[src/rtl/core/sorted_timeout_queue_macros.svh]
// ----------------------------------------------------------------------------
// sorted timeout queue assertion macros
// shared property forms for same-cycle and next-cycle implications
// ----------------------------------------------------------------------------
`ifndef SORTED_TIMEOUT_QUEUE_MACROS_SVH
`define SORTED_TIMEOUT_QUEUE_MACROS_SVH

// antecedent implies consequent in the same cycle
`define STQ_ASSERT_SAME(lbl, clk, rstn, ante, cons, msg) \
    lbl: assert property (@(posedge clk) disable iff (!(rstn)) (ante) |-> (cons)) \
        else $error(msg);

// antecedent implies consequent in the following cycle
`define STQ_ASSERT_NEXT(lbl, clk, rstn, ante, cons, msg) \
    lbl: assert property (@(posedge clk) disable iff (!(rstn)) (ante) |=> (cons)) \
        else $error(msg);

`endif

[src/rtl/core/sto_pkg.sv]
// ----------------------------------------------------------------------------
// sto_pkg
// shared widths, request codes and controller/datapath interface types
// ----------------------------------------------------------------------------
package sto_pkg;

    localparam int DEFAULT_SLOTS = 16;

    localparam int KIND_W     = 2;
    localparam int HANDLE_W   = 16;
    localparam int DUR_W      = 31;
    localparam int DEADLINE_W = 48;
    localparam int US_PER_MS  = 1000;
    // 31-bit milliseconds times 1000 fits in 41 bits
    localparam int PROD_W     = 41;

    localparam logic [KIND_W-1:0] KIND_ADD    = 2'd0;
    localparam logic [KIND_W-1:0] KIND_REMOVE = 2'd1;
    localparam logic [KIND_W-1:0] KIND_FIRE   = 2'd2;

    // read address select for the table
    typedef enum logic [1:0] {
        RD_FRONT  = 2'd0,
        RD_IDX    = 2'd1,
        RD_IDX_M1 = 2'd2,
        RD_IDX_M2 = 2'd3
    } rd_sel_t;

    typedef struct packed {
        logic    load;
        logic    set_drop;
        logic    mul;
        logic    sum;
        rd_sel_t rd_sel;
        logic    shift;
        logic    place;
        logic    set_rearm;
        logic    delay_from_ram;
        logic    cmp_start;
        logic    idx_inc;
        logic    cmp_step;
        logic    cmp_last;
        logic    out_load;
    } sto_cmd_t;

    typedef struct packed {
        logic [KIND_W-1:0] kind;
        logic              count_zero;
        logic              count_full;
        logic              idx_zero;
        logic              idx_one;
        logic              idx_at_count;
        logic              later;
    } sto_status_t;

endpackage

[src/rtl/core/sto_ram.sv]
// ----------------------------------------------------------------------------
// sto_ram
// generic single-write, single-read ram with registered read data
// ----------------------------------------------------------------------------
module sto_ram #(
    parameter int WIDTH = 64,
    parameter int DEPTH = 16
) (
    input  logic                     aclk,
    input  logic                     wr_en,
    input  logic [$clog2(DEPTH)-1:0] wr_addr,
    input  logic [WIDTH-1:0]         wr_data,
    input  logic [$clog2(DEPTH)-1:0] rd_addr,
    output logic [WIDTH-1:0]         rd_data
);

    logic [WIDTH-1:0] mem_reg [DEPTH];
    logic [WIDTH-1:0] rd_data_reg;

    always_ff @(posedge aclk) begin
        if (wr_en) begin
            mem_reg[wr_addr] <= wr_data;
        end
        rd_data_reg <= mem_reg[rd_addr];
    end

    assign rd_data = rd_data_reg;

endmodule

[src/rtl/core/sto_ctrl.sv]
// ----------------------------------------------------------------------------
// sto_ctrl
// request sequencer: decode, insert scan, compaction and result handoff
// ----------------------------------------------------------------------------
`include "sorted_timeout_queue_macros.svh"

module sto_ctrl import sto_pkg::*; (
    input  logic        aclk,
    input  logic        aresetn,
    input  logic        s_valid,
    output logic        s_ready,
    output logic        m_valid,
    input  logic        m_ready,
    input  sto_status_t status,
    output sto_cmd_t    cmd
);

    typedef enum logic [11:0] {
        ST_IDLE      = 12'b0000_0000_0001,
        ST_DISPATCH  = 12'b0000_0000_0010,
        ST_MUL       = 12'b0000_0000_0100,
        ST_SUM       = 12'b0000_0000_1000,
        ST_PRIME     = 12'b0000_0001_0000,
        ST_SCAN      = 12'b0000_0010_0000,
        ST_PLACE     = 12'b0000_0100_0000,
        ST_FRONT_RD  = 12'b0000_1000_0000,
        ST_FRONT_USE = 12'b0001_0000_0000,
        ST_CMP_PRIME = 12'b0010_0000_0000,
        ST_CMP       = 12'b0100_0000_0000,
        ST_FINISH    = 12'b1000_0000_0000
    } state_t;

    state_t state_reg, state_next;
    logic   m_valid_reg, m_valid_next;

    always_comb begin
        state_next     = state_reg;
        cmd            = '0;
        cmd.rd_sel     = RD_FRONT;
        case (state_reg)
            ST_IDLE: begin
                if (s_valid) begin
                    cmd.load   = 1'b1;
                    state_next = ST_DISPATCH;
                end
            end
            ST_DISPATCH: begin
                case (status.kind)
                    KIND_ADD: begin
                        if (status.count_full) begin
                            cmd.set_drop = 1'b1;
                            state_next   = ST_FINISH;
                        end else begin
                            state_next = ST_MUL;
                        end
                    end
                    KIND_REMOVE: begin
                        cmd.cmp_start = 1'b1;
                        state_next    = status.count_zero ? ST_FINISH : ST_CMP_PRIME;
                    end
                    KIND_FIRE: begin
                        state_next = status.count_zero ? ST_FINISH : ST_FRONT_RD;
                    end
                    default: begin
                        state_next = ST_FINISH;
                    end
                endcase
            end
            ST_MUL: begin
                cmd.mul    = 1'b1;
                state_next = ST_SUM;
            end
            ST_SUM: begin
                cmd.sum    = 1'b1;
                state_next = ST_PRIME;
            end
            ST_PRIME: begin
                cmd.rd_sel = RD_IDX_M1;
                state_next = status.idx_zero ? ST_PLACE : ST_SCAN;
            end
            ST_SCAN: begin
                cmd.rd_sel = RD_IDX_M2;
                if (status.later) begin
                    cmd.shift  = 1'b1;
                    state_next = status.idx_one ? ST_PLACE : ST_SCAN;
                end else begin
                    state_next = ST_PLACE;
                end
            end
            ST_PLACE: begin
                cmd.place     = 1'b1;
                cmd.set_rearm = status.idx_zero;
                state_next    = ST_FINISH;
            end
            ST_FRONT_RD: begin
                cmd.rd_sel = RD_FRONT;
                state_next = ST_FRONT_USE;
            end
            ST_FRONT_USE: begin
                cmd.set_rearm      = 1'b1;
                cmd.delay_from_ram = 1'b1;
                state_next         = ST_FINISH;
            end
            ST_CMP_PRIME: begin
                cmd.rd_sel  = RD_IDX;
                cmd.idx_inc = 1'b1;
                state_next  = ST_CMP;
            end
            ST_CMP: begin
                cmd.rd_sel   = RD_IDX;
                cmd.idx_inc  = 1'b1;
                cmd.cmp_step = 1'b1;
                if (status.idx_at_count) begin
                    cmd.cmp_last = 1'b1;
                    state_next   = ST_FINISH;
                end
            end
            ST_FINISH: begin
                if (!m_valid_reg || m_ready) begin
                    cmd.out_load = 1'b1;
                    state_next   = ST_IDLE;
                end
            end
            default: begin
                state_next = ST_IDLE;
            end
        endcase
    end

    always_comb begin
        m_valid_next = m_valid_reg;
        if (cmd.out_load) begin
            m_valid_next = 1'b1;
        end else if (m_ready) begin
            m_valid_next = 1'b0;
        end
    end

    always_ff @(posedge aclk) begin
        if (!aresetn) begin
            state_reg   <= ST_IDLE;
            m_valid_reg <= 1'b0;
        end else begin
            state_reg   <= state_next;
            m_valid_reg <= m_valid_next;
        end
    end

    assign s_ready = (state_reg == ST_IDLE);
    assign m_valid = m_valid_reg;

    `STQ_ASSERT_NEXT(a_accept_dispatch, aclk, aresetn, s_valid && s_ready, state_reg == ST_DISPATCH, "accepted request did not move to dispatch")
    `STQ_ASSERT_NEXT(a_finish_holds, aclk, aresetn, (state_reg == ST_FINISH) && m_valid_reg && !m_ready, (state_reg == ST_FINISH) && m_valid_reg, "result overwritten while output stalled")
    `STQ_ASSERT_SAME(a_place_not_full, aclk, aresetn, cmd.place, !status.count_full, "insert issued on a full table")
    `STQ_ASSERT_SAME(a_scan_idx_nonzero, aclk, aresetn, state_reg == ST_SCAN, !status.idx_zero, "insert scan running past the table front")

endmodule

[src/rtl/core/sto_datapath.sv]
// ----------------------------------------------------------------------------
// sto_datapath
// request registers, deadline arithmetic, sorted table and result registers
// ----------------------------------------------------------------------------
module sto_datapath import sto_pkg::*; #(
    parameter int SLOTS = DEFAULT_SLOTS
) (
    input  logic                  aclk,
    input  logic                  aresetn,
    input  logic [KIND_W-1:0]     s_kind,
    input  logic [HANDLE_W-1:0]   s_handle,
    input  logic [DUR_W-1:0]      s_duration_ms,
    input  logic [DEADLINE_W-1:0] s_now_us,
    input  sto_cmd_t              cmd,
    output sto_status_t           status,
    output logic                  m_rearm,
    output logic [DEADLINE_W-1:0] m_delay_us,
    output logic                  m_queue_empty,
    output logic                  m_dropped
);

    localparam int AW = $clog2(SLOTS);
    localparam int CW = $clog2(SLOTS + 1);
    localparam int EW = DEADLINE_W + HANDLE_W;

    logic [KIND_W-1:0]     kind_reg;
    logic [HANDLE_W-1:0]   handle_reg;
    logic [DUR_W-1:0]      dur_reg;
    logic [DEADLINE_W-1:0] now_reg;
    logic [PROD_W-1:0]     prod_reg;
    logic [DEADLINE_W-1:0] dl_reg;
    logic                  rearm_reg;
    logic [DEADLINE_W-1:0] delay_reg;
    logic                  dropped_reg;
    logic                  m_rearm_reg;
    logic [DEADLINE_W-1:0] m_delay_us_reg;
    logic                  m_queue_empty_reg;
    logic                  m_dropped_reg;

    logic [CW-1:0] count_reg, count_next;
    logic [CW-1:0] idx_reg, idx_next;
    logic [CW-1:0] wr_j_reg, wr_j_next;
    logic [CW-1:0] j_after;

    logic [DEADLINE_W:0]   sum_full;
    logic [DEADLINE_W-1:0] front;
    logic [DEADLINE_W-1:0] delay_calc;

    logic          ram_wr_en;
    logic [AW-1:0] ram_wr_addr;
    logic [EW-1:0] ram_wr_data;
    logic [AW-1:0] ram_rd_addr;
    logic [EW-1:0] ram_rd_data;

    logic [DEADLINE_W-1:0] rd_deadline;
    logic [HANDLE_W-1:0]   rd_owner;
    logic                  keep;

    assign rd_deadline = ram_rd_data[EW-1 -: DEADLINE_W];
    assign rd_owner    = ram_rd_data[HANDLE_W-1:0];
    assign keep        = (rd_owner != handle_reg);

    // deadline sum with saturation at the top of the 48-bit range
    assign sum_full = {1'b0, now_reg} + {{(DEADLINE_W + 1 - PROD_W){1'b0}}, prod_reg};

    assign front      = cmd.delay_from_ram ? rd_deadline : dl_reg;
    assign delay_calc = (front > now_reg) ? (front - now_reg) : '0;

    assign j_after = (cmd.cmp_step && keep) ? (wr_j_reg + CW'(1)) : wr_j_reg;

    always_comb begin
        case (cmd.rd_sel)
            RD_FRONT:  ram_rd_addr = '0;
            RD_IDX:    ram_rd_addr = idx_reg[AW-1:0];
            RD_IDX_M1: ram_rd_addr = AW'(idx_reg - CW'(1));
            RD_IDX_M2: ram_rd_addr = AW'(idx_reg - CW'(2));
            default:   ram_rd_addr = '0;
        endcase
    end

    always_comb begin
        ram_wr_en   = 1'b0;
        ram_wr_addr = idx_reg[AW-1:0];
        ram_wr_data = ram_rd_data;
        if (cmd.shift) begin
            ram_wr_en = 1'b1;
        end
        if (cmd.place) begin
            ram_wr_en   = 1'b1;
            ram_wr_data = {dl_reg, handle_reg};
        end
        if (cmd.cmp_step && keep) begin
            ram_wr_en   = 1'b1;
            ram_wr_addr = wr_j_reg[AW-1:0];
        end
    end

    always_comb begin
        count_next = count_reg;
        if (cmd.place) begin
            count_next = count_reg + CW'(1);
        end else if (cmd.cmp_last) begin
            count_next = j_after;
        end

        idx_next = idx_reg;
        if (cmd.sum) begin
            idx_next = count_reg;
        end else if (cmd.shift) begin
            idx_next = idx_reg - CW'(1);
        end else if (cmd.cmp_start) begin
            idx_next = '0;
        end else if (cmd.idx_inc) begin
            idx_next = idx_reg + CW'(1);
        end

        wr_j_next = wr_j_reg;
        if (cmd.cmp_start) begin
            wr_j_next = '0;
        end else if (cmd.cmp_step) begin
            wr_j_next = j_after;
        end
    end

    always_ff @(posedge aclk) begin
        if (!aresetn) begin
            count_reg <= '0;
            idx_reg   <= '0;
            wr_j_reg  <= '0;
        end else begin
            count_reg <= count_next;
            idx_reg   <= idx_next;
            wr_j_reg  <= wr_j_next;
        end
    end

    always_ff @(posedge aclk) begin
        if (cmd.load) begin
            kind_reg    <= s_kind;
            handle_reg  <= s_handle;
            dur_reg     <= s_duration_ms;
            now_reg     <= s_now_us;
            rearm_reg   <= 1'b0;
            delay_reg   <= '0;
            dropped_reg <= 1'b0;
        end
        if (cmd.mul) begin
            prod_reg <= PROD_W'(dur_reg) * PROD_W'(US_PER_MS);
        end
        if (cmd.sum) begin
            dl_reg <= sum_full[DEADLINE_W] ? '1 : sum_full[DEADLINE_W-1:0];
        end
        if (cmd.set_drop) begin
            dropped_reg <= 1'b1;
        end
        if (cmd.set_rearm) begin
            rearm_reg <= 1'b1;
            delay_reg <= delay_calc;
        end
        if (cmd.out_load) begin
            m_rearm_reg       <= rearm_reg;
            m_delay_us_reg    <= delay_reg;
            m_queue_empty_reg <= (count_reg == '0);
            m_dropped_reg     <= dropped_reg;
        end
    end

    sto_ram #(
        .WIDTH (EW),
        .DEPTH (SLOTS)
    ) u_table (
        .aclk    (aclk),
        .wr_en   (ram_wr_en),
        .wr_addr (ram_wr_addr),
        .wr_data (ram_wr_data),
        .rd_addr (ram_rd_addr),
        .rd_data (ram_rd_data)
    );

    assign status.kind         = kind_reg;
    assign status.count_zero   = (count_reg == '0);
    assign status.count_full   = (count_reg == CW'(SLOTS));
    assign status.idx_zero     = (idx_reg == '0);
    assign status.idx_one      = (idx_reg == CW'(1));
    assign status.idx_at_count = (idx_reg == count_reg);
    assign status.later        = (rd_deadline > dl_reg);

    assign m_rearm       = m_rearm_reg;
    assign m_delay_us    = m_delay_us_reg;
    assign m_queue_empty = m_queue_empty_reg;
    assign m_dropped     = m_dropped_reg;

endmodule

[src/rtl/core/sorted_timeout_queue.sv]
// dropped adds, unused codes, fire or remove on an empty table go straight from
// dispatch to the finish step
// throughput: one request at a time, the next taken in the cycle after the result loads;
//   an unread result holds the finish step; the table's single read port sets the scan rate
// reset: synchronous active-low aresetn empties the table count and idles the sequencer
// ----------------------------------------------------------------------------
// sorted_timeout_queue
// deadline-sorted timeout table with re-arm delay computation
// ----------------------------------------------------------------------------
module sorted_timeout_queue import sto_pkg::*; #(
    // number of timeout entries held in the table
    parameter int TIMER_SLOTS = DEFAULT_SLOTS
) (
    input  logic                  aclk,
    input  logic                  aresetn,
    // request channel
    input  logic                  s_valid,
    output logic                  s_ready,
    input  logic [KIND_W-1:0]     s_kind,
    input  logic [HANDLE_W-1:0]   s_handle,
    input  logic [DUR_W-1:0]      s_duration_ms,
    input  logic [DEADLINE_W-1:0] s_now_us,
    // result channel
    output logic                  m_valid,
    input  logic                  m_ready,
    output logic                  m_rearm,
    output logic [DEADLINE_W-1:0] m_delay_us,
    output logic                  m_queue_empty,
    output logic                  m_dropped
);

    // the controller only sees compact status flags and drives command
    // strobes; all storage and arithmetic live in the datapath
    sto_cmd_t    cmd;
    sto_status_t status;

    // sequencer: one request in flight
    //   add    -> multiply ms by 1000, add now with saturation, then walk
    //             from the tail toward the front moving later deadlines up
    //             one slot, and drop the new entry into the hole
    //   remove -> stream every entry through once, writing back only
    //             entries owned by another handle
    //   fire   -> read the front deadline and compute the delay
    // the finish step waits only if the previous result is still unread
    sto_ctrl u_ctrl (
        .aclk    (aclk),
        .aresetn (aresetn),
        .s_valid (s_valid),
        .s_ready (s_ready),
        .m_valid (m_valid),
        .m_ready (m_ready),
        .status  (status),
        .cmd     (cmd)
    );

    // datapath: request capture, deadline math, sorted table in ram,
    // and the output register that decouples the result channel
    sto_datapath #(
        .SLOTS (TIMER_SLOTS)
    ) u_datapath (
        .aclk          (aclk),
        .aresetn       (aresetn),
        .s_kind        (s_kind),
        .s_handle      (s_handle),
        .s_duration_ms (s_duration_ms),
        .s_now_us      (s_now_us),
        .cmd           (cmd),
        .status        (status),
        .m_rearm       (m_rearm),
        .m_delay_us    (m_delay_us),
        .m_queue_empty (m_queue_empty),
        .m_dropped     (m_dropped)
    );

endmodule

[config.mk]
export PLATFORM = sky130hd
export DESIGN_NAME = sorted_timeout_queue
export DESIGN_NICKNAME = d
export VERILOG_FILES = /design/src/rtl/core/sto_pkg.sv /design/src/rtl/core/sto_ram.sv /design/src/rtl/core/sto_ctrl.sv /design/src/rtl/core/sto_datapath.sv /design/src/rtl/core/sorted_timeout_queue.sv
export VERILOG_INCLUDE_DIRS = /design/src /design/src/rtl/core
export SDC_FILE = /design/constraint.sdc
export NUM_CORES = 2
export LEC_CHECK = 0
export ABC_CLOCK_PERIOD_IN_PS = 15200
export BUFFER_PORTS_ARGS = -buffer_cell sky130_fd_sc_hd__buf_2
export CAP_MARGIN = 20
export CORE_MARGIN = 4
export CORE_UTILIZATION = 23
export CTS_BUF_LIST = sky130_fd_sc_hd__clkbuf_4
export CTS_CLUSTER_DIAMETER = 80
export CTS_CLUSTER_SIZE = 30
export DETAILED_ROUTE_END_ITERATION = 12
export GPL_ROUTABILITY_DRIVEN = 0
export PLACE_DENSITY = 0.35
export SLEW_MARGIN = 40
export SYNTH_ARGS = -nofsm -noshare
export SYNTH_HDL_FRONTEND = slang
export SYNTH_SLANG_ARGS = --single-unit
[constraint.sdc]
create_clock -name aclk -period 15.2 [get_ports aclk]
set_input_delay 3.04 -clock aclk [delete_from_list [all_inputs] [get_ports aclk]]
set_output_delay 3.04 -clock aclk [all_outputs]
set_load 0.02 [all_outputs]
==> metrics.cfg <==
[critical_path]
r2r_start=u_ctrl.state_reg[7]
ff2ff_setup_slack_ns=8.64
rr_endpoint=u_datapath.delay_reg[14]
cp-start-kind=flip-flop
cp.arrival_ns=7.42
crit_start=u_ctrl.state_reg[7]
worstPathRequired_ns=16.05
cp-end-kind=flip-flop
endpoint=u_datapath.delay_reg[14]
critPathMaxFanout=94
ff2ff_path_depth=16
path_class=flip-flop to flip-flop

[synth]
async_flop_share_pct=0
synth_seq_area_share_pct=63.5
yosys.area_share.simple_pct=13.8
synth_area_um2=64700
yosysMostFrequentCell=nand2_1
yosysTopAreaCellShare_pct=60.6
syn_nets=5859
ys_ff_latch=1400
synth_area_per_cell_um2=11.9
yosys-top-cells-count=1308 x nand2_1, 1306 x edfxtp_1, 307 x inv_1, 296 x nand3_1, 228 x clkbuf_1
synth_area_leaders=edfxtp_1 61%, nand2_1 7.6%, ha_1 4.4%
synthXorXnorAreaFrac_pct=1.88
synth_ff_type=edfxtp_1
synthDistinctLibCells=79
synthAdderAreaFrac_pct=7.96
synth_top_family_by_area=simple AND/OR/NAND/NOR gates
synthCells=5416
synthMuxAreaShare_pct=0.163
synth_compound_area_share_pct=9.15
synth_edf_count=1306
yosysWarnings=0
yosysTopAreaCell=edfxtp_1

[cells_and_area]
area_delta_synth_final_pct=12.1
drive_above_1_share_pct=9.76
ff_latch_area_um2=41100
layout.cells.non_filler=9359
multi_input_area_um2=21600
nets=5973
n_fill_cell=29400
final_util_pct=25.9
largest_reg_flops=1024

[timing]
whs_ns=0.416
slew_violations=0
hold_viol_final=0
fmax_mhz=152
clock_skew_ns=0.145
finalSetupTns_ns=0
period_share_pct=43.2
max_slew_margin_pct=39.3
rsz0062_at_grt=no
finalWorstSetupSlack_ns=8.64
min_period_ns=6.56
worst_pin_slew_ns=0.902
setup_viol=0

[global_route]
overflow=0
grt_pass1_wl_um=296000
grt_util_all_layers_pct=13.6
top_usage_layer=met2
grtUsageMet1_pct=19.3
grt_max_degree=162
grt_pass1_vias=41500
antenna_found_initial=10
met3_usage_pct=1.72
gr-usage-met2_pct=22.4

[pwr]
power_frac_comb_pct=19.6
p_seq_share_pct=54.2
swShare_pct=30.7
peakVddDrop_mv=0.0729
p_switching_mw=2.44
p_leak_nw=26.1
p_int_mw=5.51
p_clk_share_pct=26.2
cellPowerDensity_nw_per_um2=110

[clock_network]
numCtsBuffers=111
cts_resized=0
cts_buffer_depth=3
cts_tree=yes
htreeDepth=3
clkSinkCount=1400
clock_latency_ns=1.25
cts-root-buf=clkbuf_4
postCtsHoldBufs=0
post_cts_buffers=0
clk_pin_slew_ns=0.18

[drt]
dr.pass1.iters=5
drt_iter0_drc=2748
drc=0
vias_per_cell=4.47
vias=41800
wl_per_cell_um=21.7
wl_um=203000
antenna_left=0

[floorplan]
pin_count=154
fp.dieW_um=538
fp.dieH_um=538
die_area_um2=290000
core_area_um2=280000
num_rows=194
initial_core_util_pct=23.1

[flow_run]
cap_violations=0

[placement]
dp_cells=9138
io_buffers=153
place_hpwl_um=122000
post-place-ws_ns=8.82

[min_path]
hp-class=flip-flop to flip-flop

[status]
status=finished clean

==> stage by stage <==
stage	instance area (um^2)	power, mW
floorplan	64700	5.58
detailed placement	70400	5.97
CTS	72400	8.11
global route	72500	8.46
global placement	70300	5.98
finish	72500	7.95
==> metal layers <==
metal	vias to the layer above	routed length (um)
li1	19800	-
met1	21200	97500
met2	645	95100
met3	182	7050
met4	6	3700
met5	-	35
==> power groups by stage <==
stage / sequential [mW] / combinational, mW / clock (mW)
CTS: 4.31 / 1.59 / 2.21
detailed placement: 4.40 / 1.57 / 0
global route: 4.31 / 1.80 / 2.35
global placement: 4.40 / 1.58 / 0
floorplan: 4.38 / 1.20 / 0
finish: 4.31 / 1.56 / 2.08
==> cells in the final DEF, fill, tap and decap left out, types with 88 or more instances in the layout <==
| cell | netlist | routed |
|---|---|---|
| ha_1 | 226 | 226 |
| clkbuf_4 | 0 | 117 |
| inv_1 | 307 | 306 |
| xnor2_1 | 88 | 88 |
| a311oi_1 | 192 | 192 |
| dfxtp_1 | 94 | 94 |
| nand2_1 | 1308 | 1307 |
| nand3_1 | 296 | 295 |
| buf_2 | 37 | 155 |
| fa_1 | 116 | 116 |
| nor2_1 | 146 | 129 |
| o21ai_0 | 168 | 163 |
| edfxtp_1 | 1306 | 1306 |
| buf_4 | 0 | 102 |
| and3_1 | 149 | 149 |
| a21oi_1 | 195 | 194 |
==> cell families after synthesis <==
| family | after synthesis |
|---|---|
| AOI/OAI and AO/OA | 875 |
| DFF | 1400 |
| muxes | 10 |
| xor gates and xnor gates | 139 |
| and+or+nand+nor | 2060 |
| buffers and inverters | 590 |
| adders and majority gates | 342 |
==> worst min-delay path by stage <==
stage                             start                         to  depth (start not counted)
2_1_floorplan   u_datapath.delay_reg[0]   u_datapath.m_delay_us[0]                          0
3_3_place_gp   u_datapath.delay_reg[22]  u_datapath.m_delay_us[22]                          0
3_5_place_dp   u_datapath.delay_reg[23]  u_datapath.m_delay_us[23]                          0
4_1_cts        u_datapath.delay_reg[20]  u_datapath.m_delay_us[20]                          0
5_1_grt        u_datapath.delay_reg[23]  u_datapath.m_delay_us[23]                          0
6_report       u_datapath.delay_reg[23]  u_datapath.m_delay_us[23]                          0
==> critical path, cell delays in order (launching register included) <==
cell,delay (ns)
dfxtp_1,0.42
nor4_1,0.54
and3_1,0.33
and4b_4,0.31
buf_6,0.46
o21ai_0,0.28
fa_1,0.45
a21o_1,0.20
a21oi_1,0.22
o21bai_1,0.14
a221oi_1,0.69
o21ai_0,0.54
a31o_2,0.44
a221oi_1,0.25
a311o_2,0.31
buf_4,0.51
a211oi_1,0.10
==> area by class of cell <==
| type | instances | share of cell area, % |
|---|---|---|
| timing repair buffer | 284 | 2.72 |
| clock buffer | 117 | 1.21 |
| inverter | 307 | 1.60 |
| antenna | 8 | 0.0276 |
| multi-input combinational | 3426 | 29.8 |
| clock inverter | 93 | 1.48 |
| tap | 3724 | 6.43 |
| sequential | 1400 | 56.7 |
(Power assumes the default switching activity.)
